==> src/hdl/zrcoef_pkg.sv <==
// Shared constants and the Exp-Golomb length helper for the zero-run coefficient encoder.
package zrcoef_pkg;

    // Width of the value coded by one Exp-Golomb codeword (v + 1 <= 65535 fits in 17 bits).
    localparam int unsigned EG_IN_W = 17;

    // Largest magnitude minus one that is coded, so that every codeword fits in 32 bits.
    localparam logic [15:0] MAG_LIMIT = 16'hFFFE;

    // Width of the code_bits and code_length result fields.
    localparam int unsigned CODE_W = 32;
    localparam int unsigned LEN_W  = 6;

    // Number of result slots one input beat can produce.
    localparam int unsigned SLOT_N = 3;

    // One result beat.
    typedef struct packed {
        logic [CODE_W-1:0] bits;
        logic [LEN_W-1:0]  length;
        logic              done;
    } result_t;

    // Length of the order-0 Exp-Golomb code for x = v + 1: 2 * floor(log2(x)) + 1.
    function automatic logic [LEN_W-1:0] eg_length(input logic [EG_IN_W-1:0] x);
        logic [4:0] msb;
        msb = 5'd0;
        for (int i = 0; i < EG_IN_W; i++) begin
            if (x[i]) begin
                msb = 5'(i);
            end
        end
        return {msb, 1'b1};
    endfunction

endpackage

==> src/hdl/zero_run_exp_golomb_coeff_encoder.sv <==
// Top level of the zero-run / Exp-Golomb coefficient encoder.
//
// Usage:
//   Coefficients of one block enter on the coeff channel (coefficient, end_of_block),
//   highest index first; end_of_block marks index zero. A beat moves when coeff_valid
//   is high and coeff_stall is low. Codewords leave on the code channel (code_bits,
//   code_length, block_done) under code_valid / code_stall, one codeword per beat.
//   A nonzero coefficient gives a zero-run code and a magnitude code. The closing beat
//   adds any pending run code and then the sign buffer beat with block_done set.
//   Each taken beat waits in the input register and hands its codewords in turn to
//   the output register. A zero coefficient that does not close the block gives no
//   codeword; any other beat gives one or more (two for a nonzero coefficient, at
//   most three); the single output register carries one codeword per cycle unless stalled.
//   A new beat is taken in the same cycle as the last codeword of the previous one.
//   When the receiver stalls, the output register holds its codeword and the held
//   input beat back-pressures the sender through coeff_stall.
//   Reset (rst_n low) empties both registers and clears the run and sign state.
module zero_run_exp_golomb_coeff_encoder #(
    parameter int unsigned BLOCK_SIZE = 16,
    parameter int unsigned COEFF_BITS = 16
) (
    input  logic                                   clk,
    input  logic                                   rst_n,
    input  logic                                   coeff_valid,
    output logic                                   coeff_stall,
    input  logic signed [COEFF_BITS-1:0]           coefficient,
    input  logic                                   end_of_block,
    output logic                                   code_valid,
    input  logic                                   code_stall,
    output logic [zrcoef_pkg::CODE_W-1:0]          code_bits,
    output logic [zrcoef_pkg::LEN_W-1:0]           code_length,
    output logic                                   block_done
);

    localparam int unsigned RUN_W = $clog2(BLOCK_SIZE + 1);
    localparam int unsigned VM_W  = (COEFF_BITS > 16) ? COEFF_BITS : 17;

    // Input register.
    logic                       item_valid_reg, item_valid_next;
    logic [COEFF_BITS-1:0]      coeff_reg;
    logic                       eob_reg;

    // Result slot index within the held beat.
    logic [1:0]                 idx_reg, idx_next;

    // Block state.
    logic [RUN_W-1:0]           zero_run_reg, zero_run_next;
    logic [BLOCK_SIZE-1:0]      sign_bits_reg, sign_bits_next;
    logic [RUN_W-1:0]           sign_count_reg, sign_count_next;

    // Output register.
    logic                       out_valid_reg, out_valid_next;
    zrcoef_pkg::result_t        out_reg;

    // Decode of the held beat.
    logic                       is_zero;
    logic                       negative;
    logic [RUN_W-1:0]           run_inc;
    logic [RUN_W-1:0]           run_val;
    logic [COEFF_BITS-1:0]      vm_raw;
    logic [VM_W-1:0]            vm_ext;
    logic [15:0]                vm_sat;
    logic [zrcoef_pkg::EG_IN_W-1:0] run_x;
    logic [zrcoef_pkg::EG_IN_W-1:0] mag_x;
    logic [BLOCK_SIZE-1:0]      sign_upd;
    logic [RUN_W-1:0]           count_upd;
    zrcoef_pkg::result_t        run_res, mag_res, sign_res, sel_res;
    logic [1:0]                 res_count;

    // Handshake control.
    logic                       accept;
    logic                       load_out;
    logic                       retire;

    // Coefficient decode: magnitude minus one is ~raw for negatives, raw - 1 otherwise.
    always_comb
    begin
        is_zero  = (coeff_reg == '0);
        negative = coeff_reg[COEFF_BITS-1];
        run_inc  = (zero_run_reg < RUN_W'(BLOCK_SIZE)) ? zero_run_reg + RUN_W'(1) : zero_run_reg;
        run_val  = is_zero ? run_inc : zero_run_reg;
        vm_raw   = negative ? ~coeff_reg : coeff_reg - COEFF_BITS'(1);
        vm_ext   = VM_W'(vm_raw);
        vm_sat   = (vm_ext > VM_W'(zrcoef_pkg::MAG_LIMIT)) ? zrcoef_pkg::MAG_LIMIT : vm_ext[15:0];
        run_x    = zrcoef_pkg::EG_IN_W'(run_val) + zrcoef_pkg::EG_IN_W'(1);
        mag_x    = zrcoef_pkg::EG_IN_W'(vm_sat) + zrcoef_pkg::EG_IN_W'(1);
    end

    // Sign buffer after this beat; signs beyond the block size are dropped.
    always_comb
    begin
        sign_upd  = sign_bits_reg;
        count_upd = sign_count_reg;
        if (!is_zero && (sign_count_reg < RUN_W'(BLOCK_SIZE))) begin
            sign_upd  = (sign_bits_reg << 1) | BLOCK_SIZE'(!negative);
            count_upd = sign_count_reg + RUN_W'(1);
        end
    end

    // The three possible codewords and the one picked by the slot index.
    always_comb
    begin
        run_res.bits    = zrcoef_pkg::CODE_W'(run_x);
        run_res.length  = zrcoef_pkg::eg_length(run_x);
        run_res.done    = 1'b0;
        mag_res.bits    = zrcoef_pkg::CODE_W'(mag_x);
        mag_res.length  = zrcoef_pkg::eg_length(mag_x);
        mag_res.done    = 1'b0;
        sign_res.bits   = zrcoef_pkg::CODE_W'(sign_upd);
        sign_res.length = zrcoef_pkg::LEN_W'(count_upd);
        sign_res.done   = 1'b1;

        if (is_zero) begin
            res_count = eob_reg ? 2'd2 : 2'd0;
            sel_res   = (idx_reg == 2'd0) ? run_res : sign_res;
        end else begin
            res_count = eob_reg ? 2'd3 : 2'd2;
            case (idx_reg)
                2'd0:    sel_res = run_res;
                2'd1:    sel_res = mag_res;
                default: sel_res = sign_res;
            endcase
        end
    end

    // Handshake: the held beat retires when its last codeword moves to the output register, or at once if it has none.
    always_comb
    begin
        load_out = item_valid_reg && (res_count != 2'd0) && (!out_valid_reg || !code_stall);
        retire   = item_valid_reg &&
                   ((res_count == 2'd0) || (load_out && (idx_reg == res_count - 2'd1)));
        coeff_stall = item_valid_reg && !retire;
        accept      = coeff_valid && !coeff_stall;
    end

    // Next-state logic for control and block state.
    always_comb
    begin
        item_valid_next = accept ? 1'b1 : (retire ? 1'b0 : item_valid_reg);
        idx_next        = idx_reg;
        if (retire) begin
            idx_next = 2'd0;
        end else if (load_out) begin
            idx_next = idx_reg + 2'd1;
        end

        out_valid_next = load_out ? 1'b1 : (code_stall ? out_valid_reg : 1'b0);

        zero_run_next   = zero_run_reg;
        sign_bits_next  = sign_bits_reg;
        sign_count_next = sign_count_reg;
        if (retire) begin
            if (eob_reg) begin
                zero_run_next   = '0;
                sign_bits_next  = '0;
                sign_count_next = '0;
            end else begin
                zero_run_next   = is_zero ? run_inc : '0;
                sign_bits_next  = sign_upd;
                sign_count_next = count_upd;
            end
        end
    end

    // Control and state registers.
    always_ff @(posedge clk or negedge rst_n)
    begin
        if (!rst_n) begin
            item_valid_reg <= 1'b0;
            idx_reg        <= 2'd0;
            out_valid_reg  <= 1'b0;
            zero_run_reg   <= '0;
            sign_bits_reg  <= '0;
            sign_count_reg <= '0;
        end else begin
            item_valid_reg <= item_valid_next;
            idx_reg        <= idx_next;
            out_valid_reg  <= out_valid_next;
            zero_run_reg   <= zero_run_next;
            sign_bits_reg  <= sign_bits_next;
            sign_count_reg <= sign_count_next;
        end
    end

    // Payload registers.
    always_ff @(posedge clk)
    begin
        if (accept) begin
            coeff_reg <= coefficient;
            eob_reg   <= end_of_block;
        end
        if (load_out) begin
            out_reg <= sel_res;
        end
    end

    assign code_valid  = out_valid_reg;
    assign code_bits   = out_reg.bits;
    assign code_length = out_reg.length;
    assign block_done  = out_reg.done;

`ifndef ASSERT_OFF
    // Run and sign counters never pass the block size.
    assert property (@(posedge clk) disable iff (!rst_n)
        (zero_run_reg <= RUN_W'(BLOCK_SIZE)) && (sign_count_reg <= RUN_W'(BLOCK_SIZE)))
        else $error("run or sign count beyond block size");

    // The slot index stays inside the codewords of the held beat.
    assert property (@(posedge clk) disable iff (!rst_n)
        item_valid_reg && (res_count != 2'd0) |-> idx_reg < res_count)
        else $error("slot index past last codeword");

    // Exp-Golomb codewords always have odd length.
    assert property (@(posedge clk) disable iff (!rst_n)
        code_valid && !block_done |-> code_length[0])
        else $error("even Exp-Golomb length");

    // The sign beat never carries more signs than the block holds.
    assert property (@(posedge clk) disable iff (!rst_n)
        code_valid && block_done |-> code_length <= zrcoef_pkg::LEN_W'(BLOCK_SIZE))
        else $error("sign beat too long");

    // A closing beat resets the block state once it retires.
    assert property (@(posedge clk) disable iff (!rst_n)
        retire && eob_reg |=> (zero_run_reg == '0) && (sign_count_reg == '0))
        else $error("block state not cleared after closing beat");
`endif

endmodule

==> config.mk <==
export PLATFORM = sky130hd
export DESIGN_NAME = zero_run_exp_golomb_coeff_encoder
export DESIGN_NICKNAME = d
export VERILOG_FILES = /design/src/hdl/zrcoef_pkg.sv /design/src/hdl/zero_run_exp_golomb_coeff_encoder.sv
export SDC_FILE = /design/constraint.sdc
export NUM_CORES = 1
export LEC_CHECK = 0
export ABC_AREA = 1
export BUFFER_PORTS_ARGS = -buffer_cell sky130_fd_sc_hd__buf_4
export CAP_MARGIN = 20
export CORE_MARGIN = 3
export CORE_UTILIZATION = 33
export DETAILED_ROUTE_END_ITERATION = 12
export PLACE_DENSITY_LB_ADDON = 0.25
export SETUP_SLACK_MARGIN = 0.15
export SYNTH_ARGS = -nofsm -noshare
export SYNTH_HDL_FRONTEND = slang
export SYNTH_SLANG_ARGS = --single-unit
export TNS_END_PERCENT = 50
==> constraint.sdc <==
create_clock -name clk -period 4.5 [get_ports clk]
set_input_delay 0.45 -clock clk [delete_from_list [all_inputs] [get_ports clk]]
set_output_delay 0.45 -clock clk [all_outputs]
set_load 0.02 [all_outputs]
# Word-level counts from Yosys, hierarchy flattened
# Cells that the tools add are included.
[totals]
regBits = 86
in_bits = 21
output_inout_bits = 41
wordCells = 101
[classes]
add_sub_neg = 7
order_cmp = 3
n_eq_ne = 3
muxes = 54
bitwise_logic = 2
reduce_logical = 21
[op_table]
columns = ["op", "count"]
rows = [
  ["two-way mux 5 bit", 36],
  ["two-way mux 16 bit", 4],
  ["case mux 24 bit (2 select lines)", 1],
  ["two-way mux 24 bit", 1],
  ["two-way mux 23 bit", 1],
  ["adder 16 x 1 -> 17 bit (second input constant)", 1],
  ["greater-than comparator 16 bit (second input constant)", 1],
  ["zero test 16 bit", 1],
  ["inverter 16 bit", 1],
  ["OR 16 x 1 -> 16 bit", 1],
  ["subtractor 16 x 1 -> 16 bit (second input constant)", 1],
  ["adder 5 x 1 -> 5 bit (second input constant)", 2],
  ["< comparator 5 bit (second input constant)", 2],
  ["two-way mux 2 bit", 4],
  ["logical AND 1 bit", 7],
  ["two-way mux 1 bit", 7],
  ["adder 5 x 1 -> 6 bit (second input constant)", 1],
  ["zero test 1 bit", 6],
  ["nonzero test 2 bit", 3],
  ["zero test 2 bit", 2],
  ["adder 2 x 1 -> 2 bit (second input constant)", 1],
  ["equality test 2 x 1 -> 1 bit (second input constant)", 1],
  ["equality test 2 bit", 1],
  ["logical OR 1 bit", 2],
  ["other kinds (2)", 2],
]

# Depth between registers and ports, before layout
# Gate-level depths: netlist of run 1.
[logic_depth]
word_depth = 23
mapped_depth = 27
mapped_depth_nobuf = 27

# Least setup slack after synthesis of run 1
# OpenSTA, ideal clock, no wires.
[synth_timing]
path_kind = "flip-flop to flip-flop"
startpoint = "reg coeff_reg[15]"
endpoint = "reg coeff_reg[0] (enable)"
setup_ns = 0.391
arrival_ns = 3.138
t_required_ns = 4.109
path_slack_ns = 0.971
path_stages_with_launch = 19
n_path_buf = 3
synth_period_minus_slack_ns = 3.529
cell_sequence = "edfxtp_1 buf_6 inv_2 buf_2 nand3_1 nor3_2 nand2_1 inv_2 buf_6 ha_1 inv_1 nand3_1 inv_1 nand3_1 nand2_1 inv_1 nand2_1 inv_1 nor2_1"
[synth_via]
elab_chain_len = 12
elab_cells_between_ends = 15
cone_classes = "add/sub: 1; eq/ne: 1; mux: 1; reduce/logical: 12"
[synth_rtl]
columns = ["element", "line_no", "text"]
rows = [
  ["from (decl)", "zero_run_exp_golomb_coeff_encoder.sv:40", "logic [COEFF_BITS-1:0] coeff_reg;"],
  ["from (signal assigned)", "zero_run_exp_golomb_coeff_encoder.sv:189", "coeff_reg <= coefficient;"],
  ["zero test 16 bit", "zero_run_exp_golomb_coeff_encoder.sv:78", "is_zero = (coeff_reg == '0);"],
  ["two-way mux 2 bit", "zero_run_exp_golomb_coeff_encoder.sv:113", "if (is_zero) begin"],
  ["nonzero test 2 bit", "zero_run_exp_golomb_coeff_encoder.sv:129", "load_out = item_valid_reg && (res_count != 2'd0) && (!out_valid_reg || !code_stall);"],
  ["logical AND 1 bit (2 in series)", "zero_run_exp_golomb_coeff_encoder.sv:129", ""],
  ["named net load_out", "zero_run_exp_golomb_coeff_encoder.sv:72", "logic load_out;"],
  ["logical AND 1 bit", "zero_run_exp_golomb_coeff_encoder.sv:131", "((res_count == 2'd0) || (load_out && (idx_reg == res_count - 2'd1)));"],
  ["logical OR 1 bit", "zero_run_exp_golomb_coeff_encoder.sv:131", ""],
  ["logical AND 1 bit", "zero_run_exp_golomb_coeff_encoder.sv:130", "retire = item_valid_reg &&"],
  ["zero test 1 bit", "zero_run_exp_golomb_coeff_encoder.sv:132", "coeff_stall = item_valid_reg && !retire;"],
  ["logical AND 1 bit", "zero_run_exp_golomb_coeff_encoder.sv:132", ""],
  ["named net coeff_stall", "zero_run_exp_golomb_coeff_encoder.sv:25", "output logic coeff_stall,"],
  ["zero test 1 bit", "zero_run_exp_golomb_coeff_encoder.sv:133", "accept = coeff_valid && !coeff_stall;"],
  ["logical AND 1 bit", "zero_run_exp_golomb_coeff_encoder.sv:133", ""],
  ["named net accept", "zero_run_exp_golomb_coeff_encoder.sv:71", "logic accept;"],
]
# The timed path passes the listed nets, and every way through them passes these cells.
# A chain may end at the register's enable or synchronous reset.

# Worst setup path in the final report of run 1
[layout_timing]
startpoint = "reg coeff_reg[15]"
endpoint = "reg sign_count_reg[2]"
[layout_via]
elab_chain_len = 8
elab_cells_between_ends = 15
cone_classes = "add/sub: 1; eq/ne: 1; mux: 3; reduce/logical: 10"
[layout_rtl]
columns = ["element", "line_no", "text"]
rows = [
  ["zero test 16 bit", "zero_run_exp_golomb_coeff_encoder.sv:78", ""],
  ["two-way mux 2 bit", "zero_run_exp_golomb_coeff_encoder.sv:113", ""],
  ["nonzero test 2 bit", "zero_run_exp_golomb_coeff_encoder.sv:129", ""],
  ["logical AND 1 bit (2 in series)", "zero_run_exp_golomb_coeff_encoder.sv:129", ""],
  ["named net load_out", "zero_run_exp_golomb_coeff_encoder.sv:72", ""],
  ["logical AND 1 bit", "zero_run_exp_golomb_coeff_encoder.sv:131", ""],
  ["logical OR 1 bit", "zero_run_exp_golomb_coeff_encoder.sv:131", ""],
  ["logical AND 1 bit", "zero_run_exp_golomb_coeff_encoder.sv:130", ""],
  ["to (signal assigned)", "zero_run_exp_golomb_coeff_encoder.sv:181", "sign_count_reg <= sign_count_next;"],
  ["to (decl)", "zero_run_exp_golomb_coeff_encoder.sv:49", "logic [RUN_W-1:0] sign_count_reg, sign_count_next;"],
]
# The timed path passes the listed nets, and every way through them passes these cells.

==> results.yml, run 1 <==
worst_setup_path:
  worstSetupStartpointType: "flip-flop"
  critPathMaxFanout: 23
  rr_endpoint: "sign_count_reg[2]$_DFFE_PN0P_"
  cp.arrival_ns: 3.79
  cpMostUsedCell: "nand2_1"
  worstPathRequired_ns: 4.67
  r2r_slack_ns: 0.87
  slowest_stage: "nand2_1"
  worstPathCellList: "inv_2 -> nand3_1 -> nor3_2 -> nand2_1 -> inv_2 -> ha_1 -> inv_1 -> nand3_1 -> inv_1 -> nand3_1 -> nand2_1 -> nand2_1 -> clkinv_1 -> nand2_1 -> o22ai_1"
  crit_path_end_kind: "flip-flop"
  reg2reg_depth: 15
  r2r_start: "coeff_reg[15]$_DFFE_PP_"
  slowest_delay_ns: 0.65
  critPathKind: "reg2reg"
synthesis:
  synth_area_um2: 4430
  ys_top_cells_by_area: "edfxtp_1 27%, dfrtp_1 17%, nand2_1 11%"
  synth.distinct_cells: 42
  postSynthCellCount: 549
  synth_top_area_share_pct: 27.1
  synth_edf_count: 40
  yosys_warnings: 0
  synthFlopType: "edfxtp_1"
  yosys.area.top_type: "edfxtp_1"
  synth.avg_cell_area_um2: 8.07
  async_reset_ff_share_pct: 42.9
  ys_ff_latch: 70
  yosysSeqAreaShare_pct: 44.1
placement:
  portBuffers: 46
  hpwlAfterDp_um: 7930
  gp_congestion: 0.915
  placed_cell_area_um2: 4880
global_routing:
  antenna_found_initial: 0
  grt_max_degree: 31
  grt-ovfl-total: 0
  grt_pass1_vias: 3541
  grt_usage_pct: 15.0
  grt_pass1_wl_um: 17500
timing:
  min_period_over_period_pct: 80.6
  min_period_ns: 3.63
  tightest_slew_ns: 0.871
  fin_worst_skew_ns: 0.00885
  slew_viol_final: 0
  fmax_mhz: 276
  tns_ns: 0
  grt_setup_unrepaired: "no"
  relSlewSlack_pct: 41.8
  setup_viol: 0
  hold_violations: 0
clocking:
  cts_tree: "done"
  clk_latency_ns: 0.34
  clockRootBuffer: "clkbuf_16"
  cts_hold_buf: 0
  cts_max_level: 3
  clk_path_buf_depth: 2
  postCtsSetupRepairBufs: 0
  path_clk_slew_ns: 0.06
  clock-sinks: 70
  cts_resized: 0
  numCtsBuffers: 9
drt:
  first_pass_iters: 6
  drt_iter0_markers: 200
  antenna_left: 0
  drc_errors: 0
  wl_um: 10500
  via_per_inst: 4.83
  vias: 3721
  wl_per_cell_um: 13.7
finish:
  fin_area_um2: 5170
  final_core_util_pct: 40.2
  fillers: 1315
  num-nets-final: 624
  n_antenna_cell: 0
  final_cell_mix: "129 x nand2_1, 71 x inv_1, 50 x buf_4, 42 x nor2_1, 40 x edfxtp_1"
  layout_commonest_cell: "nand2_1"
  drive_gt1_share_pct: 15.0
  syn_to_final_growth_pct: 16.8
  seqCellArea_um2: 1950
  multiInputGateArea_um2: 2040
floorplan:
  core_um2: 12900
  start_util_pct: 34.4
  num_io_pins: 62
  dieHeight_um: 122
  rows: 41
  die-area_um2: 14800
  die_w_um: 122
power:
  pwr-share-clk_pct: 20.9
  p_sw_w: 0.00142
  switching_share_pct: 42.3
  vdd_drop_max_mv: 0.286
  leakage_nw: 2.31
  intPower_w: 0.00194
  pwr-share-comb_pct: 46.2
  power.density_nw_per_um2: 649
  seqPwrFrac_pct: 32.9
run:
  drv_cap: 0
outcome:
  status: "completed"
min_path:
  hp-class: "in2async"
==> through the flow <==
step | setup slack (ns) | power [W] | hold WS (ns) | instances
2_1_floorplan | 0.971 | 0.00218 | 0.154 | 564
3_3_place_gp | 1.11 | 0.00265 | 0.406 | 755
3_5_place_dp | 0.898 | 0.00266 | 0.410 | 755
4_1_cts | 0.885 | 0.00338 | 0.0491 | 771
5_1_grt | 0.542 | 0.00362 | 0.0634 | 771
6_report | 0.875 | 0.00336 | 0.0383 | 771
==> cells by family after synthesis <==
logic type | after synthesis | synth area share, %
xor gates and xnor gates | 24 | 4.75
DFF | 70 | 44.1
AOI/OAI and AO/OA | 110 | 14.2
other | 1 | 0.0847
and+or+nand+nor | 224 | 23.1
buffers and inverters | 111 | 11.2
adders and majority gates | 9 | 2.54
==> critical path, delay by kind of cell (launching register included) <==
family | cells | cell delay, ns
DFF | 1 | 0.54
buffers and inverters | 5 | 0.84
and+or+nand+nor | 8 | 1.68
AOI/OAI and AO/OA | 1 | 0.20
adders and majority gates | 1 | 0.19
==> power by group through the flow <==
stage / sequential [W] / clock [W] / combinational (W)
after floorplan: 0.00123 / 0 / 0.000950
after global placement: 0.00111 / 0 / 0.00153
after detailed placement: 0.00112 / 0 / 0.00155
after CTS: 0.00111 / 0.000715 / 0.00156
after global routing: 0.00113 / 0.000744 / 0.00174
final: 0.00110 / 0.000702 / 0.00155
==> metal layers <==
layer	track usage [%]	up-vias	share of wire (%)
met4	5.88	0	1.9
met5	0	-	0
met2	23.9	105	46
met1	20.2	1718	47
met3	3.06	14	5.2
li1	-	1884	-
==> how the worst max path moves through the flow <==
stage,depth (start not counted),from,end
after floorplan,18,coeff_reg[15]$_DFFE_PP_,coeff_reg[0]$_DFFE_PP_
after global placement,13,coeff_reg[15]$_DFFE_PP_,sign_bits_reg[15]$_DFFE_PN0P_
after detailed placement,15,coeff_reg[15]$_DFFE_PP_,sign_count_reg[2]$_DFFE_PN0P_
after CTS,15,coeff_reg[15]$_DFFE_PP_,sign_count_reg[2]$_DFFE_PN0P_
after global routing,15,coeff_reg[15]$_DFFE_PP_,sign_bits_reg[15]$_DFFE_PN0P_
final,15,coeff_reg[15]$_DFFE_PP_,sign_count_reg[2]$_DFFE_PN0P_
==> cells in the mapped netlist, drive strengths merged, types with 3 or more instances <==
| master | instances |
|---|---|
| a21oi | 19 |
| buf | 22 |
| clkbuf | 9 |
| dfrtp | 30 |
| edfxtp | 40 |
| ha | 9 |
| inv | 78 |
| nand2 | 134 |
| nand3 | 19 |
| nand3b | 3 |
| nand4 | 5 |
| nor2 | 48 |
| nor3 | 6 |
| o211ai | 4 |
| o21ai | 49 |
| o221ai | 3 |
| o22ai | 31 |
| or2 | 4 |
| xor2 | 22 |
==> layout make-up <==
cell class	instances	area share, %
well taps	172	4.16
flip-flops and latches	70	37.7
clock inverters	5	1.16
inverters	80	5.81
repair buffers	50	7.26
multi-input cells	383	39.4
clock buffers	11	4.50
Note: power is estimated with default switching activity, not from simulation.
==> inputs of run 2 (changes only) <==
- clock period: 4.5 -> 3.29 ns (I/O delays scaled with it)
==> results.yml, run 2 (same netlist as run 1, synthesis figures left out) <==
outcome:
  status: "completed"
worst_setup_path:
  worstSetupStartpointType: "flip-flop"
  cp.arrival_ns: 3.22
  crit_path_end_kind: "flip-flop"
  critPathMaxFanout: 4
  critPathTopFamily: "simple AND/OR/NAND/NOR gates"
  slowest_stage: "edfxtp_1"
  worstPathCellList: "inv_2 -> ha_4 -> nand2_4 -> nand3_4 -> nor2_4 -> nand3_4 -> nor2_4 -> nand2_2 -> nor2_4 -> nand2_4 -> buf_4 -> buf_4 -> nor3_1 -> nand4_1 -> o21ai_0 -> nor2_2 -> buf_4 -> a21oi_1 -> o21ai_1 -> nand2_1"
  slowest_delay_ns: 0.40
  path_buf_inv: 4
  worstPathRequired_ns: 3.48
  critPathKind: "reg2reg"
timing:
  tns_ns: 0
  slew_viol_final: 0
  grt_setup_unrepaired: "yes"
  min_period_over_period_pct: 91.9
  min_period_ns: 3.02
  tightest_slew_ns: 0.516
  relSlewSlack_pct: 65.5
  setup_viol: 0
  setup_slack_ns: 0.265
  hold_violations: 0
  fin_worst_skew_ns: 0.00722
  fmax_mhz: 331
clocking:
  clock-sinks: 70
  clk_path_buf_depth: 2
  clockRootBuffer: "clkbuf_16"
  numCtsBuffers: 9
  cts_max_level: 3
  path_clk_slew_ns: 0.06
  cts_tree: "done"
  clk_latency_ns: 0.34
power:
  leakage_nw: 2.41
  power.density_nw_per_um2: 867
  vdd_drop_max_mv: 0.417
finish:
  final_cell_mix: "124 x nand2_1, 69 x inv_1, 69 x buf_4, 40 x edfxtp_1, 37 x nor2_1"
  layout_commonest_cell: "nand2_1"
  drive_gt1_share_pct: 20.2
  syn_to_final_growth_pct: 22.7
  num-nets-final: 645
  n_antenna_cell: 0
global_routing:
  antenna_found_initial: 0
  grt_pass1_wl_um: 17700
  grt_usage_pct: 15.3
  grt_pass1_vias: 3664
  grt_max_degree: 31
  grt-ovfl-total: 0
drt:
  first_pass_iters: 7
  wl_um: 10800
  wl_per_cell_um: 13.7
  vias: 3837
  via_per_inst: 4.84
  drc_errors: 0
  antenna_left: 0
  drt_iter0_markers: 205
placement:
  gp_congestion: 0.858
  portBuffers: 46
  post-place-ws_ns: 0.227
  hpwlAfterDp_um: 8100
floorplan:
  start_util_pct: 34.4
  num_io_pins: 62
  die_w_um: 122
  dieHeight_um: 122
  rows: 41
  die-area_um2: 14800
  core_um2: 12900
min_path:
  hp-class: "in2reg"
run:
  drv_cap: 0
[run 2: cell types whose count changed in the layout (fill, tap and decap cells not counted), sizes merged]
cell	change
buf	+20
clkbuf	-1
clkinv	+1
clkinvlp	+1
dlygate4sd3	+1
inv	-1
[run 2: worst paths after layout]
path / depth (start not counted) / slack, ns / endpoint / startpoint
worst max-delay path: 20 / 0.27 / code_length[2]$_DFFE_PP_ / coeff_reg[0]$_DFFE_PP_
worst min-delay path: 1 / 0.17 / eob_reg$_DFFE_PP_ / end_of_block
worst max register to register: 20 / 0.27 / code_length[2]$_DFFE_PP_ / coeff_reg[0]$_DFFE_PP_
worst min register to register: 2 / 0.51 / code_valid$_DFFE_PN0P_ / code_valid$_DFFE_PN0P_
max in group asynchronous: 2 / 2.52 / code_valid$_DFFE_PN0P_ / rst_n
min in group asynchronous: 2 / 0.48 / sign_bits_reg[9]$_DFFE_PN0P_ / rst_n
[run 2: report_power, final]
part / total (W) / internal, W / switching, W
combinational: 0.00225 / 0.000779 / 0.00147
clock: 0.000954 / 0.000584 / 0.000370
sequential: 0.00150 / 0.00135 / 0.000152
total: 0.00471 / 0.00271 / 0.00200
[run 2: through the flow]
stage / cells / power (W) / hold WS (ns) / utilization (%) / instance area (um^2)
final: 792 / 0.00471 / 0.167 / 42.2 / 5440
after global routing: 792 / 0.00508 / 0.151 / 42.2 / 5440
after CTS: 776 / 0.00465 / 0.150 / 40.5 / 5220
after detailed placement: 759 / 0.00367 / 0.291 / 38.2 / 4920
after global placement: 759 / 0.00364 / 0.287 / 38.2 / 4920
after floorplan: 564 / 0.00298 / 0.0334 / - / 4490
[run 2: worst register-to-register path, cell delays in order (launching register included)]
cell and delay, ns:
edfxtp_1 0.40, inv_2 0.13, ha_4 0.21, nand2_4 0.07, nand3_4 0.09, nor2_4 0.13
nand3_4 0.09, nor2_4 0.09, nand2_2 0.08, nor2_4 0.14, nand2_4 0.09, buf_4 0.15
buf_4 0.12, nor3_1 0.16, nand4_1 0.10, o21ai_0 0.34, nor2_2 0.07, buf_4 0.14
a21oi_1 0.14, o21ai_1 0.07, nand2_1 0.09
[run 2: final cells by class]
cell class,count,area [um^2]
fill,1278,7440
multi-input combinational,383,2130
sequential,70,1950
timing repair buffer,71,539
inverter,80,307
clock buffer,10,229
tap,172,215
clock inverter,6,62.6
[run 2: what timing repair did]
item	4_1_cts	5_1_grt
endpoints found under the hold margin	30	0
hold buffers	1	0
gates resized for setup	0	23
setup endpoints to repair	0	23
setup buffers	0	16
[run 2: per-layer routing]
layer	share of wire (%)	wire length (um)	track usage, %	vias to the layer above
met5	0	0	0	-
met4	2.1	223	6.44	0
met3	4.7	513	3.76	15
met2	45	4930	23.5	94
met1	48	5170	20.7	1808
li1	-	-	-	1920
